--- config.mk ---
export PLATFORM = sky130hd
export DESIGN_NAME = tect_queue
export DESIGN_NICKNAME = d
export VERILOG_FILES = /design/src/rtl/tect_pkg.sv /design/src/rtl/tect_queue.sv
export SDC_FILE = /design/constraint.sdc
export NUM_CORES = 1
export LEC_CHECK = 0
export ABC_AREA = 1
export BUFFER_PORTS_ARGS = -buffer_cell sky130_fd_sc_hd__buf_2
export CAP_MARGIN = 25
export CORE_AREA = 2 2 255 257
export CTS_BUF_LIST = sky130_fd_sc_hd__clkbuf_8
export CTS_CLUSTER_DIAMETER = 120
export DETAILED_ROUTE_END_ITERATION = 10
export DIE_AREA = 0 0 257 259
export GPL_TIMING_DRIVEN = 1
export PLACE_DENSITY = 0.67
export SLEW_MARGIN = 10
export SYNTH_ARGS = -nofsm -noshare
export SYNTH_HDL_FRONTEND = slang
export SYNTH_SLANG_ARGS = --single-unit
--- constraint.sdc ---
create_clock -name clk_i -period 16.7 [get_ports clk_i]
set_input_delay 2.505 -clock clk_i [delete_from_list [all_inputs] [get_ports clk_i]]
set_output_delay 2.505 -clock clk_i [all_outputs]
set_load 0.02 [all_outputs]
--- src/rtl/tect_pkg.sv ---
// Shared types, constants and hash constants of the token counter table.
package tect_pkg;

  localparam int unsigned TABLE_ENTRIES = 4096;
  localparam int unsigned IDX_W = $clog2(TABLE_ENTRIES);
  localparam int unsigned CNT_W = $clog2(TABLE_ENTRIES + 1);
  localparam int unsigned QUEUE_DEPTH = 2;
  localparam int unsigned QPTR_W = $clog2(QUEUE_DEPTH);

  localparam logic [9:0] REC_BYTES = 10'd400;
  localparam logic [9:0] REC_PAD_MAX = 10'd7;
  localparam logic [63:0] ALL_ONES = 64'hFFFF_FFFF_FFFF_FFFF;
  localparam logic [63:0] REC_BYTES_64 = 64'd400;

  localparam logic [63:0] MIX_ADD = 64'h9e37_79b9_7f4a_7c15;
  localparam logic [63:0] MIX_MUL1 = 64'hbf58_476d_1ce4_e5b9;
  localparam logic [63:0] MIX_MUL2 = 64'h94d0_49bb_1331_11eb;

  localparam logic [1:0] ACT_RECORD = 2'd0;
  localparam logic [1:0] ACT_LOST = 2'd1;

  // Work item handed from the front part to the back part.
  typedef struct packed {
    logic        do_count;   // record with a valid size and nonzero token
    logic        look;       // token is nonzero, a lookup is needed
    logic [63:0] token;
    logic [63:0] offset;     // counter snapshot taken after the front update
    logic [63:0] records;
    logic [63:0] lost;
    logic [63:0] errors;
  } job_t;

  // Each 64-bit product of the hash is built from three 32-bit products,
  // one per cycle: low by low, high by low, then low by high and the sum.
  typedef enum logic [3:0] {
    ST_CLEAR,
    ST_IDLE,
    ST_M1_LL,
    ST_M1_HL,
    ST_M1_LH,
    ST_M2_LL,
    ST_M2_HL,
    ST_M2_LH,
    ST_FOLD,
    ST_READ,
    ST_CHECK,
    ST_OUT
  } back_state_e;

endpackage

--- src/rtl/tect_queue.sv ---
// Short FIFO of jobs between the front and the back part.
module tect_queue (
  input  logic           clk_i,
  input  logic           rst_ni,
  input  logic           push_i,
  input  tect_pkg::job_t data_i,
  output logic           full_o,
  input  logic           pop_i,
  output logic           empty_o,
  output tect_pkg::job_t data_o
);
  import tect_pkg::*;

  job_t            slots_q [QUEUE_DEPTH];
  logic [QPTR_W-1:0] wr_q, rd_q;
  logic [QPTR_W:0]   cnt_q;

  assign full_o = cnt_q == (QPTR_W + 1)'(QUEUE_DEPTH);
  assign empty_o = cnt_q == '0;
  assign data_o = slots_q[rd_q];

  always_ff @(posedge clk_i) begin
    if (push_i) begin
      slots_q[wr_q] <= data_i;
    end
  end

  always_ff @(posedge clk_i or negedge rst_ni) begin
    if (!rst_ni) begin
      wr_q <= '0;
      rd_q <= '0;
      cnt_q <= '0;
    end else begin
      if (push_i) begin
        wr_q <= wr_q + 1'b1;
      end
      if (pop_i) begin
        rd_q <= rd_q + 1'b1;
      end
      cnt_q <= cnt_q + (QPTR_W + 1)'(push_i) - (QPTR_W + 1)'(pop_i);
    end
  end
endmodule

==> impl_metrics.csv <==
group,metric,value,unit
setup_path,rr_endpoint,"slots_q[0][212]",
power_and_ir_drop,leakage,12.8,nW
cells_and_area,drive_above_1_share,0.319,
routing,first_pass_iters,7,
clock_tree,postCtsSetupBuffers,0,
power_and_ir_drop,power.density,175,nW/um^2
clock_tree,cts_resized,0,
setup_path,critical_path.most_common_cell,"buf_4",
worst_hold_path,whs_endpoint,"wr_q",
setup_path,max_stage_delay,0.97,ns
power_and_ir_drop,combPwrFrac,0.336,
die,dieArea,66600,sq um
worst_hold_path,hold_depth,1,
setup_path,startpoint_type,"register",
setup_path,crit_arrival,4.60,ns
setup_path,path_class,"register to output port",
cells_and_area,fillers,5662,
cells_and_area,layout_common_cells,"buf_2, edfxtp_1, inv_1, nand2_1, o21ai_0",
power_and_ir_drop,switching_share,0.380,
cells_and_area,final_common_cell,"buf_2",
power_and_ir_drop,ir_worst_vdd,0.000120,V
global_routing,overflow,0,
setup_path,cp-startpoint,"rd_q",
power_and_ir_drop,seqPwrFrac,0.432,
sta,worstMarginPinSlew,1.20,ns
routing,met1_length,19600,um
cells_and_area,syn_to_final_growth,24.9,%
routing,dr_wl_met3,5270,um
clock_tree,root_buffer,"clkbuf_8",
global_routing,grt_pass1_wl,84300,um
run_status,status,"complete, no violations",
global_routing,grt_pass1_vias,15602,
routing,vias,15056,
sta,finalSetupViolations,0,
synth,ys_ff_latch,648,
synth,synth_nets,2035,
setup_path,r2r-start,"wr_q",
die,core,63900,sq um
setup_path,path_cells,"buf_4, buf_4, buf_4, buf_16, nand2_1, o21ai_1, buf_2",
sta,period_needed,7.10,ns
run,cap_viol_max_count,0,
power_and_ir_drop,p_int,3.25,mW
placement,dp_hpwl,39100,um
clock_tree,clk_path_buf_depth,3,
cells_and_area,final_nets,2730,
power_and_ir_drop,p_sw,2.00,mW
routing,via_per_inst,4.49,
setup_path,rr_worst_depth,3,
synth,synthCells,1707,
die,rows,93,
global_routing,grt_max_degree,164,
sta,worst_slack,9.60,ns
die,start_util,0.376,
synth,synth.avg_cell_area,14.1,sq um
setup_path,cp_data_required_time,14.20,ns
sta,max_freq,141,MHz
global_routing,grt_use_total,0.164,
global_routing,grt_antenna_before_repair,27,
setup_path,path_max_fanout,108,
clock_tree,cts_tree,"built",
synth,yosysWarnings,0,
power_and_ir_drop,pwr-share-clk,0.232,
placement,finalWeightedCongestion,0.897,
placement,portBuffers,649,
cells_and_area,multi_input_area,2910,sq um
worst_hold_path,hp-class,"register to register",
routing,drc,0,
synth,synth_area,24000,sq um
routing,met2_length,29300,um
clock_tree,clk_latency,0.67,ns
cells_and_area,regArea,19400,sq um
routing,drt_iter0_markers,870,
sta,skew,0.0297,ns
clock_tree,cts.sinks,648,
die,ioPinCount,650,
routing,top_layer_used,"met5",
routing,drt-total-wl,56300,um
synth,seq_area_frac_synth,0.810,
placement,dp_slack,10.05,ns
sta,finalCritPeriodShare,0.425,
sta,rsz0062_at_grt,"false",
clock_tree,htree_levels,3,
routing,wl_per_cell,16.8,um
setup_path,ff2ff_setup_slack,13.31,ns
cells_and_area,fin_util,0.469,
die,die_h,259,um
synth,synth_cell_types,15,
sta,hold_violations,0,
sta,fin_setup_tns,0,ns
clock_tree,clk_pin_slew_worst_paths,0.05,ns
setup_path,end_kind,"output port",
die,chipWidth,257,um
routing,ant_nets,0,
sta,relSlewSlack,0.199,
setup_path,crit_slowest_cell,"dfrtp_4",
sta,maxSlewViolCount,0,
clock_tree,cts_hold_buf,0,
clock_tree,cts-buffers-inserted,103,
worst_hold_path,hp-start,"wr_q",
kinds of logic after synthesis:
kind of cell / synth area share
xor+xnor: 0.000730
compound gates: 0.0671
fa+ha+maj: 0.00104
buf+inv: 0.0692
flops: 0.810
simple gates: 0.0520
worst max-delay path, delay by kind of cell, from the launching register on:
kind / cells / cell delay (ns)
compound gates: 1 / 0.12
buf+inv: 5 / 2.55
flops: 1 / 0.97
simple gates: 1 / 0.13
worst max path at each step:
| stage | end | cells past startpoint |
|---|---|---|
| 3_5_place_dp | data_o[187] | 6 |
| 4_1_cts | data_o[187] | 6 |
| 5_1_grt | data_o[187] | 7 |
| 3_3_place_gp | data_o[216] | 5 |
| 6_report | data_o[187] | 7 |
| 2_1_floorplan | slots_q[0][0] | 2 |
Yosys cell counts (all sizes together):
library cell / number / area share
edfxtp: 644 / 0.81
inv: 329 / 0.051
nand2: 328 / 0.051
o21ai: 322 / 0.067
buf: 53 / 0.015
clkbuf: 19 / 0.0030
dfrtp: 4 / 0.0042
nor2: 3 / 0.00047
ha: 2 / 0.0010
xor2: 2 / 0.00073
nand3: 1 / 0.00021
cell type report:
| cell class | instances | area share |
|---|---|---|
| clock buffer | 105 | 0.0482 |
| sequential | 648 | 0.648 |
| tap | 855 | 0.0357 |
| timing repair buffer | 662 | 0.113 |
| inverter | 329 | 0.0414 |
| antenna | 17 | 0.00142 |
| clock inverter | 81 | 0.0144 |
| multi-input combinational | 658 | 0.0970 |
power groups by stage:
| stage | logic, mW | clock network (mW) | registers, mW |
|---|---|---|---|
| global placement | 1.74 | 0 | 2.29 |
| floorplan | 1.17 | 0 | 2.35 |
| global route | 1.92 | 1.33 | 2.29 |
| finish | 1.76 | 1.22 | 2.27 |
| CTS | 1.78 | 1.26 | 2.27 |
| detailed placement | 1.77 | 0 | 2.30 |
per-stage QoR:
stage / power (mW) / std cells / hold slack [ns] / cell area [sq um]
2_1_floorplan: 3.52 / 1707 / 0.481 / 24000
3_3_place_gp: 4.03 / 3150 / 0.528 / 28000
3_5_place_dp: 4.07 / 3150 / 0.548 / 28000
4_1_cts: 5.31 / 3336 / 0.562 / 29900
5_1_grt: 5.54 / 3353 / 0.591 / 30000
6_report: 5.25 / 3355 / 0.553 / 30000
registers in the layout, indices dropped and copies added, names as in the netlist:
name,count
cnt_q,2
rd_q,1
slots_q,644
wr_q,1
metal layers:
| layer | GRT usage | vias up |
|---|---|---|
| met5 | 0 | - |
| met4 | 0.0764 | 18 |
| met3 | 0.0700 | 169 |
| met2 | 0.292 | 654 |
| met1 | 0.165 | 7005 |
| li1 | - | 7210 |
(Power assumes the default switching activity.)
