### config.mk
export PLATFORM = sky130hd
export DESIGN_NAME = tect_front
export DESIGN_NICKNAME = d
export VERILOG_FILES = /design/src/rtl/tect_pkg.sv /design/src/rtl/tect_front.sv
export SDC_FILE = /design/constraint.sdc
export NUM_CORES = 1
export LEC_CHECK = 0
export BUFFER_PORTS_ARGS = -buffer_cell sky130_fd_sc_hd__buf_2
export CAP_MARGIN = 10
export CORE_MARGIN = 4
export CORE_UTILIZATION = 53
export DETAILED_ROUTE_END_ITERATION = 8
export PLACE_DENSITY = 0.86
export SYNTH_ARGS = -nofsm -noshare
export SYNTH_HDL_FRONTEND = slang
export SYNTH_SLANG_ARGS = --single-unit
### constraint.sdc
create_clock -name clk_i -period 8.3 [get_ports clk_i]
set_input_delay 1.245 -clock clk_i [delete_from_list [all_inputs] [get_ports clk_i]]
set_output_delay 1.245 -clock clk_i [all_outputs]
set_load 0.02 [all_outputs]
### src/rtl/tect_pkg.sv
// Shared types, constants and hash constants of the token counter table.
package tect_pkg;

  localparam int unsigned TABLE_ENTRIES = 4096;
  localparam int unsigned IDX_W = $clog2(TABLE_ENTRIES);
  localparam int unsigned CNT_W = $clog2(TABLE_ENTRIES + 1);
  localparam int unsigned QUEUE_DEPTH = 2;
  localparam int unsigned QPTR_W = $clog2(QUEUE_DEPTH);

  localparam logic [9:0] REC_BYTES = 10'd400;
  localparam logic [9:0] REC_PAD_MAX = 10'd7;
  localparam logic [63:0] ALL_ONES = 64'hFFFF_FFFF_FFFF_FFFF;
  localparam logic [63:0] REC_BYTES_64 = 64'd400;

  localparam logic [63:0] MIX_ADD = 64'h9e37_79b9_7f4a_7c15;
  localparam logic [63:0] MIX_MUL1 = 64'hbf58_476d_1ce4_e5b9;
  localparam logic [63:0] MIX_MUL2 = 64'h94d0_49bb_1331_11eb;

  localparam logic [1:0] ACT_RECORD = 2'd0;
  localparam logic [1:0] ACT_LOST = 2'd1;

  // Work item handed from the front part to the back part.
  typedef struct packed {
    logic        do_count;   // record with a valid size and nonzero token
    logic        look;       // token is nonzero, a lookup is needed
    logic [63:0] token;
    logic [63:0] offset;     // counter snapshot taken after the front update
    logic [63:0] records;
    logic [63:0] lost;
    logic [63:0] errors;
  } job_t;

  // Each 64-bit product of the hash is built from three 32-bit products,
  // one per cycle: low by low, high by low, then low by high and the sum.
  typedef enum logic [3:0] {
    ST_CLEAR,
    ST_IDLE,
    ST_M1_LL,
    ST_M1_HL,
    ST_M1_LH,
    ST_M2_LL,
    ST_M2_HL,
    ST_M2_LH,
    ST_FOLD,
    ST_READ,
    ST_CHECK,
    ST_OUT
  } back_state_e;

endpackage

### src/rtl/tect_front.sv
// Front part: classifies items and keeps the four scalar counters.
module tect_front (
  input  logic                 clk_i,
  input  logic                 rst_ni,
  input  logic                 valid_i,
  output logic                 ready_o,
  input  logic [1:0]           action_i,
  input  logic [9:0]           record_size_i,
  input  logic [63:0]          token_i,
  input  logic [63:0]          lost_count_i,
  input  logic                 err_inc_i,
  output logic                 push_o,
  output tect_pkg::job_t       job_o,
  input  logic                 full_i
);
  import tect_pkg::*;

  logic [63:0] offset_q, offset_d, records_q, records_d;
  logic [63:0] lost_q, lost_d, errors_q, errors_d;
  logic        size_ok, accept;
  logic [64:0] lost_sum;
  logic [1:0]  err_n;
  logic [63:0] err_base;

  assign ready_o = !full_i;
  assign accept = valid_i && ready_o;
  assign size_ok = (record_size_i >= REC_BYTES) && (record_size_i <= REC_BYTES + REC_PAD_MAX);
  assign lost_sum = {1'b0, lost_q} + {1'b0, lost_count_i};

  always_comb begin
    offset_d = offset_q;
    records_d = records_q;
    lost_d = lost_q;
    err_n = 2'd0;
    if (accept && action_i == ACT_RECORD) begin
      if (!size_ok) begin
        err_n = 2'd1;
      end else begin
        if (ALL_ONES - offset_q < REC_BYTES_64) begin
          offset_d = ALL_ONES;
          err_n = 2'd1;
        end else begin
          offset_d = offset_q + REC_BYTES_64;
        end
        if (records_q != ALL_ONES) begin
          records_d = records_q + 64'd1;
        end
      end
    end else if (accept && action_i == ACT_LOST) begin
      if (lost_sum[64]) begin
        lost_d = ALL_ONES;
        err_n = 2'd1;
      end else begin
        lost_d = lost_sum[63:0];
      end
    end
    // A table error from the back part lands in the same cycle as a new one.
    err_base = errors_q;
    if (err_inc_i && err_base != ALL_ONES) begin
      err_base = err_base + 64'd1;
    end
    errors_d = err_base;
    if (err_n != 2'd0 && errors_d != ALL_ONES) begin
      errors_d = errors_d + 64'd1;
    end
  end

  always_ff @(posedge clk_i or negedge rst_ni) begin
    if (!rst_ni) begin
      offset_q <= '0;
      records_q <= '0;
      lost_q <= '0;
      errors_q <= '0;
    end else begin
      offset_q <= offset_d;
      records_q <= records_d;
      lost_q <= lost_d;
      errors_q <= errors_d;
    end
  end

  assign push_o = accept;
  always_comb begin
    job_o.do_count = (action_i == ACT_RECORD) && size_ok && (token_i != 64'd0);
    job_o.look = token_i != 64'd0;
    job_o.token = token_i;
    job_o.offset = offset_d;
    job_o.records = records_d;
    job_o.lost = lost_d;
    job_o.errors = errors_d;
  end
endmodule

==> flow_summary_export.csv <==
group,metric,value,unit
synthesis,synth_top_area_share,35.3,%
synthesis,synth_edf_count,0,
synthesis,syn_area,0.0182,mm^2
place,dp_hpwl,49100,um
layout,final_cell_mix,"buf_2 (464), nand2_1 (287), dfrtp_1 (256), xnor2_1 (154), nor2_1 (154)",
clocking,cts_resized,0,
sta,timing.final.crit_share,90.2,%
sta,max_freq,134,MHz
detailed_routing,num_vias,18500,
layout,final_common_cell,"buf_2",
synthesis,ys_ff_latch,256,
clocking,clock_latency,0.57,ns
clocking,clk_pin_slew,0.06,ns
worst_setup_path,crit_path_end_kind,"output pin",
synthesis,synthTopCellsByArea,"dfrtp_1 (35%), xnor2_1 (7.4%), nand2_1 (5.9%), xor2_1 (5.1%), ha_1 (4.7%)",
sta,setup_viol,0,
worst_setup_path,start_kind,"flip-flop",
flow_run,maxCapViolCount,0,
clocking,cts_num_sinks,256,
floorplanning,core,0.0337,mm^2
layout,post-route-util,63.8,%
layout,fin_cells,2976,
synthesis,synth_cell_types,88,
sta,finClkSkew,0.0202,ns
detailed_routing,drc,0,
worst_setup_path,required,7.05,ns
pwr,power_leakage,10.1,nW
layout,fillers,2807,
global_routing,antenna_found_initial,8,
worst_setup_path,worstSetupPathType,"reg -> out",
clocking,cts_tree,"done",
place,pre_cts_slack,1.17,ns
sta,worst_pin_slew,1.07,ns
pwr,power,5.39,mW
synthesis,ys_warn_count,0,
clocking,cts_setup_buffers,0,
min_path,min_path_cells,1,
pwr,ir_drop,0.271,mV
layout,area.growth.synth_to_final,18.5,%
synthesis,netlist_instances,2125,
detailed_routing,routed_via_density,6.22,
worst_setup_path,rrSetupSlack,2.72,ns
synthesis,ys_async_sr_fraction,100,%
sta,hold_violations,0,
synthesis,synth_fp_nets,2339,
worst_setup_path,r2r-end,"errors_q[11]",
detailed_routing,drt-pass1-iter-count,6,
layout,layout-drive-gt1-share,22.9,%
min_path,hold_class,"reg -> reg",
worst_setup_path,r2r-start,"errors_q[16]",
worst_setup_path,reg2regPathDepth,12,
sta,rsz0062_at_grt,"no",
sta,min_period,7.49,ns
place,place.gp.congestion,1.02,
layout,nNetsFinal,2715,
place,placed_cells,2917,
synthesis,postSynthAreaPerCell,8.54,um^2
floorplanning,die_x,193,um
sta,setup-tns-final,0,ns
status,status,"complete, no violations",
floorplanning,fp.dieH,193,um
clocking,hold_buffers,0,
min_path,worstHoldStart,"offset_q[2]",
sta,timing.final.ws_setup,0.809,ns
clocking,ctsRootBufferMaster,"clkbuf_16",
global_routing,grt_start_max_net_pins,147,
global_routing,grt.overflow.total,0,
pwr,power.density,251,mW/mm^2
min_path,hold_end,"offset_q[2]",
clocking,cts_made_buffers,30,
place,port_buffers,465,
layout,fin_area,0.0215,mm^2
synthesis,ys_seq_area_share,35.3,%
global_routing,grt_pass1_vias,17600,
synthesis,yosysTopAreaCell,"dfrtp_1",
global_routing,track_usage,32.7,%
floorplanning,start_util,53.9,%
detailed_routing,detail_route.wl_per_cell,21.3,um
worst_setup_path,arrival,6.25,ns
detailed_routing,postRouteAntennaNets,0,
worst_setup_path,path_max_fanout,11,
sta,slew_headroom,27.9,%
floorplanning,die_area,0.0373,mm^2
detailed_routing,drt_wl_total,63500,um
clocking,htree_levels,1,
clocking,clockBufferDepth,3,
place,place_area,0.0204,mm^2
global_routing,grt_pass1_wl,97800,um
floorplanning,ios,469,
sta,hold_ws,0.465,ns
synthesis,synth_top_flop_cell,"dfrtp_1",
sta,finalMaxSlewViolations,0,
floorplanning,rows,67,
detailed_routing,drt_iter0_markers,1900,
## critical path, cell delays in order, from the launching register on
cell      delay, ns
dfrtp_1        0.44
nand3_1        0.46
nor4_4         0.65
nand4_2        0.44
o21ai_0        0.50
and3_1         0.24
nand3_1        0.28
nor3_1         0.82
nand4b_1       0.47
o21a_1         0.37
nand2b_1       0.24
nor2_1         0.09
xnor2_1        0.42
buf_2          0.26
## synth_stat cells, drive strengths merged, types with 21 or more instances
cell type / count
nor3: 60
clkbuf: 58
dfrtp: 256
buf: 72
ha: 68
and3: 47
a21o: 31
nand4: 79
nand3: 114
o22a: 28
xnor2: 155
and4: 21
nor4: 61
inv: 41
nand2: 287
nor2: 156
o21ai: 122
or3: 22
a21oi: 106
xor2: 106
## report_power, final
group,internal (mW),switching [mW]
sequential,1.41,0.130
clock,0.896,0.556
combinational,0.871,1.53
## final cells by class
type,instances,area [um^2],area share (%)
Clock buffer,39,876,4.07
Clock inverter,16,223,1.04
Sequential cell,256,6410,29.8
Inverter,41,154,0.715
Multi-Input combinational cell,1698,10900,50.5
Antenna cell,4,10.0,0.0465
Tap cell,448,561,2.61
Timing Repair Buffer,474,2420,11.2
## layer usage
metal  vias up  part of all wire (%)  GRT usage [%]  wire (um)
met3       173                    11           7.89       6910
met2      1102                    45           51.3      28500
li1       8414                     -              -          -
met4         8                   3.7           10.4       2330
met5         -                 0.069              0         44
met1      8817                    41           45.0      25700
## kinds of logic after synthesis
group | count (synthesis) | synth area share, %
AO/OA/AOI/OAI | 412 | 14.7
XOR/XNOR | 261 | 12.6
adder cells (fa/ha/maj) | 69 | 4.80
buffers and inverters | 171 | 4.91
flip-flops | 256 | 35.3
multiplexers | 5 | 0.296
AND/OR/NAND/NOR | 951 | 27.4
## sequential cells by signal (all words and copies together), names as in the netlist
name       flops
records_q     64
offset_q      64
errors_q      64
lost_q        64
## worst max-delay path by stage
stage                             from  slack (ns)   endpoint  depth (start not counted)
final                     errors_q[16]        0.81  job_o[11]                         13
after global routing      errors_q[16]        0.57   job_o[9]                         13
after CTS                 errors_q[16]        1.06   job_o[9]                         14
after detailed placement     err_inc_i        1.17   job_o[9]                         14
after global placement       err_inc_i        1.23  job_o[39]                         14
after floorplan              err_inc_i        2.20  job_o[59]                         12
Power figures use the tool's default switching activity.
